$ cat config.mk
export PLATFORM = sky130hd
export DESIGN_NAME = calendar_time_adder
export DESIGN_NICKNAME = d
export VERILOG_FILES = /design/src/design/cta_pkg.sv /design/src/design/cta_step.sv /design/src/design/calendar_time_adder.sv
export SDC_FILE = /design/constraint.sdc
export NUM_CORES = 1
export LEC_CHECK = 0
export CORE_MARGIN = 1
export CORE_UTILIZATION = 70
export DETAILED_ROUTE_END_ITERATION = 10
export DONT_BUFFER_PORTS = 1
export GPL_TIMING_DRIVEN = 0
export PLACE_DENSITY = 0.82
export SETUP_SLACK_MARGIN = 0.3
export SLEW_MARGIN = 20
export SYNTH_ARGS = -nofsm -noshare
export SYNTH_HDL_FRONTEND = slang
export SYNTH_SLANG_ARGS = --single-unit
$ cat constraint.sdc
create_clock -name i_clk -period 26.3 [get_ports i_clk]
set_input_delay 1.315 -clock i_clk [delete_from_list [all_inputs] [get_ports i_clk]]
set_output_delay 1.315 -clock i_clk [all_outputs]
set_load 0.05 [all_outputs]
$ cat src/design/cta_pkg.sv
// Package with the word types, codes and calendar helper functions of the calendar time adder.
`timescale 1ns / 1ps

package cta_pkg;

    localparam logic [13:0] MinYear    = 14'd1901;
    localparam logic [13:0] MaxYear    = 14'd9999;
    localparam logic [13:0] Hundred    = 14'd100;
    localparam logic [26:0] HundredInv = 27'd5243;   // 2^19 / 100, rounded up

    typedef enum logic {
        OP_LOAD = 1'b0,
        OP_ADD  = 1'b1
    } t_opcode;

    typedef enum logic [1:0] {
        ST_OK       = 2'd0,
        ST_BAD_LOAD = 2'd1,
        ST_OVERFLOW = 2'd2
    } t_status;

    typedef struct packed {
        t_opcode     opcode;
        logic [4:0]  day_in;
        logic [3:0]  month_in;
        logic [13:0] year_in;
        logic [4:0]  hour_in;
        logic [5:0]  minute_in;
        logic [5:0]  second_in;
    } t_cta_in;

    typedef struct packed {
        logic [4:0]  day_out;
        logic [3:0]  month_out;
        logic [13:0] year_out;
        logic [4:0]  hour_out;
        logic [5:0]  minute_out;
        logic [5:0]  second_out;
        logic [8:0]  day_of_year_out;
        t_status     status;
    } t_cta_out;

    typedef struct packed {
        logic [4:0]  day;
        logic [3:0]  month;
        logic [13:0] year;
        logic [4:0]  hour;
        logic [5:0]  minute;
        logic [5:0]  second;
        logic        leap;
    } t_cal_state;

    typedef struct packed {
        logic [4:0] day;
        logic [3:0] month;
        logic       wrap;
    } t_day_step;

    // The quotient by 100 comes from a reciprocal multiply, exact for all 14-bit years.
    function automatic logic is_leap(input logic [13:0] year);
        logic [26:0] prod;
        logic [7:0]  quot;
        logic [13:0] rem;
        prod = 27'(year) * HundredInv;
        quot = prod[26:19];
        rem  = year - 14'(14'(quot) * Hundred);
        return (year[1:0] == 2'd0) && ((rem != 14'd0) || (quot[1:0] == 2'd0));
    endfunction

    function automatic logic [4:0] days_in(input logic [3:0] month, input logic leap);
        logic [4:0] n;
        case (month) inside
            4'd4, 4'd6, 4'd9, 4'd11: n = 5'd30;
            4'd2:                    n = leap ? 5'd29 : 5'd28;
            default:                 n = 5'd31;
        endcase
        return n;
    endfunction

    function automatic logic [8:0] month_start(input logic [3:0] month);
        logic [8:0] n;
        case (month)
            4'd2:    n = 9'd31;
            4'd3:    n = 9'd59;
            4'd4:    n = 9'd90;
            4'd5:    n = 9'd120;
            4'd6:    n = 9'd151;
            4'd7:    n = 9'd181;
            4'd8:    n = 9'd212;
            4'd9:    n = 9'd243;
            4'd10:   n = 9'd273;
            4'd11:   n = 9'd304;
            4'd12:   n = 9'd334;
            default: n = 9'd0;
        endcase
        return n;
    endfunction

    function automatic t_day_step next_day(input logic [4:0] day, input logic [3:0] month,
                                           input logic leap);
        t_day_step s;
        s.wrap = 1'b0;
        if (day < days_in(month, leap)) begin
            s.day   = day + 5'd1;
            s.month = month;
        end else if (month < 4'd12) begin
            s.day   = 5'd1;
            s.month = month + 4'd1;
        end else begin
            s.day   = 5'd1;
            s.month = 4'd1;
            s.wrap  = 1'b1;
        end
        return s;
    endfunction

endpackage

$ cat src/design/cta_step.sv
// Next calendar state and result word for one load or add word.
`timescale 1ns / 1ps

module cta_step (
    input  cta_pkg::t_cal_state i_state,
    input  cta_pkg::t_cta_in    i_word,
    output cta_pkg::t_cal_state o_state,
    output cta_pkg::t_cta_out   o_word
);
    import cta_pkg::*;

    logic       in_leap;
    logic       next_leap;
    logic       load_ok;
    logic [6:0] ts;
    logic [6:0] tm;
    logic [5:0] th;
    logic [1:0] c_sec;
    logic [1:0] c_min;
    logic [1:0] c_hour;
    logic [5:0] sec_new;
    logic [5:0] min_new;
    logic [4:0] hour_new;
    t_day_step  step1;
    t_day_step  step2;
    logic       wrap;
    logic       overflow;
    t_cal_state ns;
    t_status    st;

    assign in_leap   = is_leap(i_word.year_in);
    assign next_leap = is_leap(i_state.year + 14'd1);

    assign load_ok = (i_word.year_in >= MinYear) && (i_word.year_in <= MaxYear)
                  && (i_word.month_in >= 4'd1) && (i_word.month_in <= 4'd12)
                  && (i_word.day_in >= 5'd1) && (i_word.hour_in < 5'd24)
                  && (i_word.minute_in < 6'd60) && (i_word.second_in < 6'd60)
                  && (i_word.day_in <= days_in(i_word.month_in, in_leap));

    always_comb begin
        ts = 7'(i_state.second) + 7'(i_word.second_in);
        if (ts >= 7'd120) begin
            c_sec = 2'd2; sec_new = 6'(ts - 7'd120);
        end else if (ts >= 7'd60) begin
            c_sec = 2'd1; sec_new = 6'(ts - 7'd60);
        end else begin
            c_sec = 2'd0; sec_new = 6'(ts);
        end

        tm = 7'(i_state.minute) + 7'(i_word.minute_in) + 7'(c_sec);
        if (tm >= 7'd120) begin
            c_min = 2'd2; min_new = 6'(tm - 7'd120);
        end else if (tm >= 7'd60) begin
            c_min = 2'd1; min_new = 6'(tm - 7'd60);
        end else begin
            c_min = 2'd0; min_new = 6'(tm);
        end

        th = 6'(i_state.hour) + 6'(i_word.hour_in) + 6'(c_min);
        if (th >= 6'd48) begin
            c_hour = 2'd2; hour_new = 5'(th - 6'd48);
        end else if (th >= 6'd24) begin
            c_hour = 2'd1; hour_new = 5'(th - 6'd24);
        end else begin
            c_hour = 2'd0; hour_new = 5'(th);
        end
    end

    assign step1 = next_day(i_state.day, i_state.month, i_state.leap);
    assign step2 = next_day(step1.day, step1.month, step1.wrap ? next_leap : i_state.leap);
    assign wrap  = ((c_hour != 2'd0) && step1.wrap) || ((c_hour == 2'd2) && step2.wrap);
    assign overflow = wrap && (i_state.year >= MaxYear);

    always_comb begin
        ns = i_state;
        st = ST_OK;
        if (i_word.opcode == OP_LOAD) begin
            if (load_ok) begin
                ns.day    = i_word.day_in;
                ns.month  = i_word.month_in;
                ns.year   = i_word.year_in;
                ns.hour   = i_word.hour_in;
                ns.minute = i_word.minute_in;
                ns.second = i_word.second_in;
                ns.leap   = in_leap;
            end else begin
                st = ST_BAD_LOAD;
            end
        end else if (overflow) begin
            st = ST_OVERFLOW;
        end else begin
            ns.second = sec_new;
            ns.minute = min_new;
            ns.hour   = hour_new;
            if (c_hour == 2'd1) begin
                ns.day   = step1.day;
                ns.month = step1.month;
            end else if (c_hour == 2'd2) begin
                ns.day   = step2.day;
                ns.month = step2.month;
            end
            if (wrap) begin
                ns.year = i_state.year + 14'd1;
                ns.leap = next_leap;
            end
        end
    end

    assign o_state = ns;

    always_comb begin
        o_word.day_out         = ns.day;
        o_word.month_out       = ns.month;
        o_word.year_out        = ns.year;
        o_word.hour_out        = ns.hour;
        o_word.minute_out      = ns.minute;
        o_word.second_out      = ns.second;
        o_word.day_of_year_out = month_start(ns.month) + 9'(ns.day)
                               + 9'((ns.month > 4'd2) && ns.leap);
        o_word.status          = st;
    end

endmodule

$ cat src/design/calendar_time_adder.sv
// Top level of the calendar time adder: input register, step logic, result register.
// A word accepted into the input register goes through the step logic into the result register.
// Throughput: one word per cycle unless stalled; state updates once per word in the step logic.
// Back-pressure on the result side stalls the input register only when both stages are full.
// Reset is synchronous and active low: it empties both stages and sets 1 January 1901, 00:00:00.
`timescale 1ns / 1ps

module calendar_time_adder (
    input  logic              i_clk,
    input  logic              i_rst_n,
    input  logic              i_in_valid,
    output logic              o_in_ready,
    input  cta_pkg::t_cta_in  i_in_word,
    output logic              o_out_valid,
    input  logic              i_out_ready,
    output cta_pkg::t_cta_out o_out_word
);
    import cta_pkg::*;

    logic       r_in_valid;
    t_cta_in    r_in_word;
    logic       r_out_valid;
    t_cta_out   r_out_word;
    t_cal_state r_state;
    t_cal_state n_state;
    t_cta_out   n_out_word;
    logic       adv;

    assign adv        = !r_out_valid || i_out_ready;
    assign o_in_ready = !r_in_valid || adv;

    cta_step u_step (
        .i_state (r_state),
        .i_word  (r_in_word),
        .o_state (n_state),
        .o_word  (n_out_word)
    );

    always_ff @(posedge i_clk) begin
        if (!i_rst_n) begin
            r_in_valid    <= 1'b0;
            r_out_valid   <= 1'b0;
            r_state.day    <= 5'd1;
            r_state.month  <= 4'd1;
            r_state.year   <= MinYear;
            r_state.hour   <= 5'd0;
            r_state.minute <= 6'd0;
            r_state.second <= 6'd0;
            r_state.leap   <= 1'b0;
        end else begin
            if (o_in_ready) begin
                r_in_valid <= i_in_valid;
            end
            if (adv) begin
                r_out_valid <= r_in_valid;
            end
            if (adv && r_in_valid) begin
                r_state <= n_state;
            end
        end
    end

    always_ff @(posedge i_clk) begin
        if (o_in_ready && i_in_valid) begin
            r_in_word <= i_in_word;
        end
        if (adv && r_in_valid) begin
            r_out_word <= n_out_word;
        end
    end

    assign o_out_valid = r_out_valid;
    assign o_out_word  = r_out_word;

endmodule

# Word-level counts from Yosys, hierarchy flattened

Memories as Yosys holds them, arrays and structs flattened.
Index checks and enable logic that the tools add are counted.

Register bits: 135
Output and inout port bits: 53
Bits in read-only memories: 144
Logic and storage cells: 160
Memories kept: 1
Bits of input ports: 45

Equality and inequality tests: 17
Reductions and logical operators: 33
Add/subtract/negate cells: 20
Multiply operators: 4
$lt $le $gt $ge: 21
Muxes and demuxes: 40

Memories:

| memory          | depth | bits a word | read ports | clocked after memory_dff | write ports | line          | text |
|---|---|---|---|---|---|---|---|
| (no name shown) | 16    | 9           | 1          | 0                        | 0           | cta_pkg.sv:82 | `case (month)` |

Operator list:

| cell                     | count |
|---|---|
| $mux W41                 | 3 |
| $mul A14 B13 Y27 const B | 2 |
| $mux W5                  | 8 |
| $mux W9                  | 4 |
| $reduce_bool A14 Y1      | 2 |
| $sub A14 B14 Y14         | 2 |
| $eq A4 B3 Y1 const B     | 6 |
| $eq A4 B4 Y1 const B     | 6 |
| $mul A8 B5 Y12 const B   | 2 |
| $mux W6                  | 4 |
| $sub A6 B6 Y6 const B    | 4 |
| $logic_and A1 B1 Y1      | 16 |
| $add A14 B1 Y14 const B  | 1 |
| $add A6 B6 Y7            | 2 |
| $ge A14 B11 Y1 const B   | 1 |
| $ge A14 B14 Y1 const B   | 1 |
| $ge A7 B6 Y1 const B     | 2 |
| $ge A7 B7 Y1 const B     | 2 |
| $le A14 B14 Y1 const B   | 1 |
| $mux W14                 | 1 |
| $mux W1                  | 13 |
| $eq A4 B2 Y1 const B     | 3 |
| $lt A6 B6 Y1 const B     | 2 |
| $reduce_or A4 Y1         | 3 |
| 26 further kinds         | 44 |

# Longest topological paths before layout

Depth in word-level cells: 21
Gate-level depth with buffers: 61
Mapped depth without buffers: 60

# Hierarchy

Synthesis repeated with hierarchy kept, for this count alone.

Cells, all modules: 1849
Area total of the unflattened synthesis: 17618.1 um2

Modules (own cells, without submodules):

| module              | seq. area each (um2) | instances | area an instance (um2) | cells an instance |
|---|---|---|---|---|
| cta_step            | 0.0                  | 1         | 13098.8                | 1568 |
| calendar_time_adder | 3623.5               | 1         | 4519.3                 | 281 |

# Worst setup path before layout

OpenSTA, ideal clock, no wires.

Path kind: register to register
From: register r_in_word[25] in the netlist's numbering
To: register r_out_word (netlist bit o_out_word[10]), data pin
Path slack: 14556 ps
Path buffers: 2
Data required time: 26035 ps
Stages on the path, launching flop included: 53
Period minus slack after synthesis: 11744 ps
Setup time: 265 ps
Data arrival time: 11479 ps
Path through: edfxtp_1 ha_1 inv_1 fa_1 inv_1 fa_1 inv_1 fa_1 fa_1 inv_1 ha_1 a2111oi_0 o21ai_0 a31oi_1 nor2b_1 o21bai_1 xor2_1 ha_1 (+17 left out) a211oi_1 o211ai_2 or2_2 clkbuf_1 o221a_2 a32oi_2 clkbuf_1 nor3_1 a21oi_1 fa_1 inv_1 fa_1 a21o_1 a21oi_1 inv_1 a21oi_1 nor2_1 o2bb2ai_1

RTL lines:

| element                  | line                      | text |
|---|---|---|
| start: declaration       | calendar_time_adder.sv:21 | `t_cta_in r_in_word;` |
| start signal: assignment | calendar_time_adder.sv:65 | `r_in_word <= i_in_word;` |
| end signal: assignment   | calendar_time_adder.sv:68 | `r_out_word <= n_out_word;` |
| end: declaration         | calendar_time_adder.sv:23 | `t_cta_out r_out_word;` |

==> flow_summary.ini <==
[placed_design]
dp_hpwl_um = 32800
gp_congestion = 0.965
dp_slack_ns = 12.31
io_buffers = 0

[clocking]
htreeDepth = 4
cts_buffers = 17
clockRootBuffer = clkbuf_16
cts_sinks = 135
ctsHoldBuffers = 0
path_clk_slew_ns = 0.08
cts_resized = 0
cts_buffer_depth = 2
insertion_delay_ns = 0.44
cts_tree = built
cts_setup_buffers = 0

[layout]
fin_nets = 2307
regArea_sq_um = 3620
drive_gt1_share_pct = 6.03
syn2layout_area_growth_pct = 6.13
nFillCells = 1638
diodes = 0
multi_input_area_sq_um = 12100

[flow_run]
max-cap-violations = 0

[sta]
setup_violations = 0
finalWorstSetupSlack_ns = 12.09
fmax_mhz = 70.4
hold_viol = 0
tns_ns = 0
max_slew_margin_pct = 28.2
slew_violations = 0
min_period_over_period_pct = 54.0
worstMarginPinSlew_ns = 1.07
finalCriticalPeriod_ns = 14.21
finalClockSkew_ns = 0.0202
grt_setup_unrepaired = no

[synthesis]
synthArstFlopShare_pct = 0
synth_area_sq_um = 17100
synthTopCellsByCount = ha_1, inv_1, fa_1
yosysWarnings = 0
synth_most_common_cell = ha_1
yosysUniqueCellTypes = 101
yosys.area.top_type = ha_1
seq_area_frac_synth_pct = 21.2
syn_area_per_cell_sq_um = 9.64
synth_ff_type = edfxtp_1
ys_seq_elements = 135
syn_nets = 2286
syn_inst = 1775
synth_area_leaders = ha_1, edfxtp_1, fa_1
synth_edf_count = 92
synth_top_area_share_pct = 24.4

[setup_path]
worst_path_max_delay_cell = edfxtp_1
max_stage_delay_ns = 0.68
path_class = flop to flop
crit_fanout = 10
setup.worst_path.end_class = flop
worst_setup_path_start_kind = flop
required_ns = 26.49
arrival_ns = 14.40

[global_route]
grt_pass1_vias = 13200
grt_use_total_pct = 35.3
grt_pass1_wl_um = 67500
grt-ovfl-total = 0
grt_start_max_net_pins = 45
antenna_found_initial = 0

[detailed_routing]
drt-pass1-iter-count = 5
totalWireLength_um = 41900
num_vias = 13100
avgViaCountPerCell = 6.16
ant_nets = 0
m1WireLength_um = 17300
top_layer_used = met4
met2WireLength_um = 20100
drtIter0Drc = 1069
met3_length_um = 3010
avgRoutedWirePerCell_um = 19.7
drc = 0

[floorplan]
die_w_um = 158
initial_core_util_pct = 72.2
core-area_sq_um = 23700
rows = 56
die_area_sq_um = 25100
io_pins = 98
fp.dieH_um = 158

[hold_path]
hold_class = flop to flop

[outcome]
status = finished clean
-- per-stage QoR --
step | instances | instance area [sq um] | utilization, % | hold WS (ns)
after floorplan | 1775 | 17100 | - | 0.449
after global placement | 2094 | 17500 | 73.9 | 0.464
after detailed placement | 2096 | 17600 | 74.1 | 0.472
after CTS | 2128 | 18200 | 76.6 | 0.482
after global routing | 2128 | 18200 | 76.6 | 0.502
final | 2128 | 18200 | 76.6 | 0.478
-- metal layers --
layer  up-vias  track usage, %
met5         -               0
met4         0            15.0
met2       580            59.9
li1       6121               -
met1      6296            44.9
met3       111            5.33
-- state kept, by name, indices dropped and copies added, names as in the netlist --
register / cells
o_out_word: 51
r_in_word: 41
r_state: 41
o_out_valid: 1
r_in_valid: 1
-- layout by cell type, fill, tap and decap left out, types with 6 or more instances in the layout --
cell / count
o21bai_1: 10
fa_1: 133
o21ai_1: 6
ha_1: 333
o22ai_1: 22
a21o_1: 28
inv_8: 6
buf_2: 11
nand4_1: 10
o21a_1: 8
xor2_1: 33
nand2b_1: 14
clkbuf_1: 28
mux2i_1: 16
nor2_1: 126
nand2_1: 81
inv_1: 308
nor3_1: 23
edfxtp_1: 92
nor2b_1: 18
o221a_2: 6
mux2_2: 13
a31oi_1: 13
a211oi_1: 15
and2_1: 21
o21ai_0: 42
clkbuf_16: 17
o211ai_1: 11
dfxtp_1: 43
nand3_1: 29
xnor2_1: 62
and3_1: 11
a21oi_1: 77
-- worst max-delay path: cells and delay by family, from the launching register on --
kind,cells,cell delay [ns]
xor+xnor,2,0.48
buf+inv,8,1.06
compound gates,20,5.07
simple gates,6,1.14
flops,1,0.68
mux,1,0.12
fa+ha+maj,14,5.41
-- final timing paths --
| kind | from | end | slack, ns | cells after the start |
|---|---|---|---|---|
| max | r_in_word[27] | o_out_word[10] | 12.09 | 51 |
| min | r_state[12] | r_state[12] | 0.48 | 2 |
| max reg2reg | r_in_word[27] | o_out_word[10] | 12.09 | 51 |
| min reg2reg | r_state[12] | r_state[12] | 0.48 | 2 |
-- cells by family (layout without fill, tap and decap cells) --
group / after synthesis / count (layout) / share of synthesized area, %
muxes: 31 / 31 / 1.99
buffers and inverters: 359 / 393 / 8.05
DFF: 135 / 135 / 21.2
and+or+nand+nor: 371 / 371 / 10.6
AOI/OAI and AO/OA: 314 / 314 / 13.0
adders and majority gates: 467 / 467 / 40.0
xor gates and xnor gates: 98 / 98 / 5.19
-- cell type report --
cell class | instances | share of cell area, %
buffer | 47 | 1.16
clock buffer | 17 | 2.34
clock inverter | 15 | 0.944
inverter | 312 | 6.45
multi-input combinational | 1281 | 66.7
sequential | 135 | 20.0
tap | 319 | 2.20
timing repair buffer | 2 | 0.262
Power is left out: the tool's default activity adds up to more than one toggle a clock period on the data nets, which glitch-free logic cannot reach.
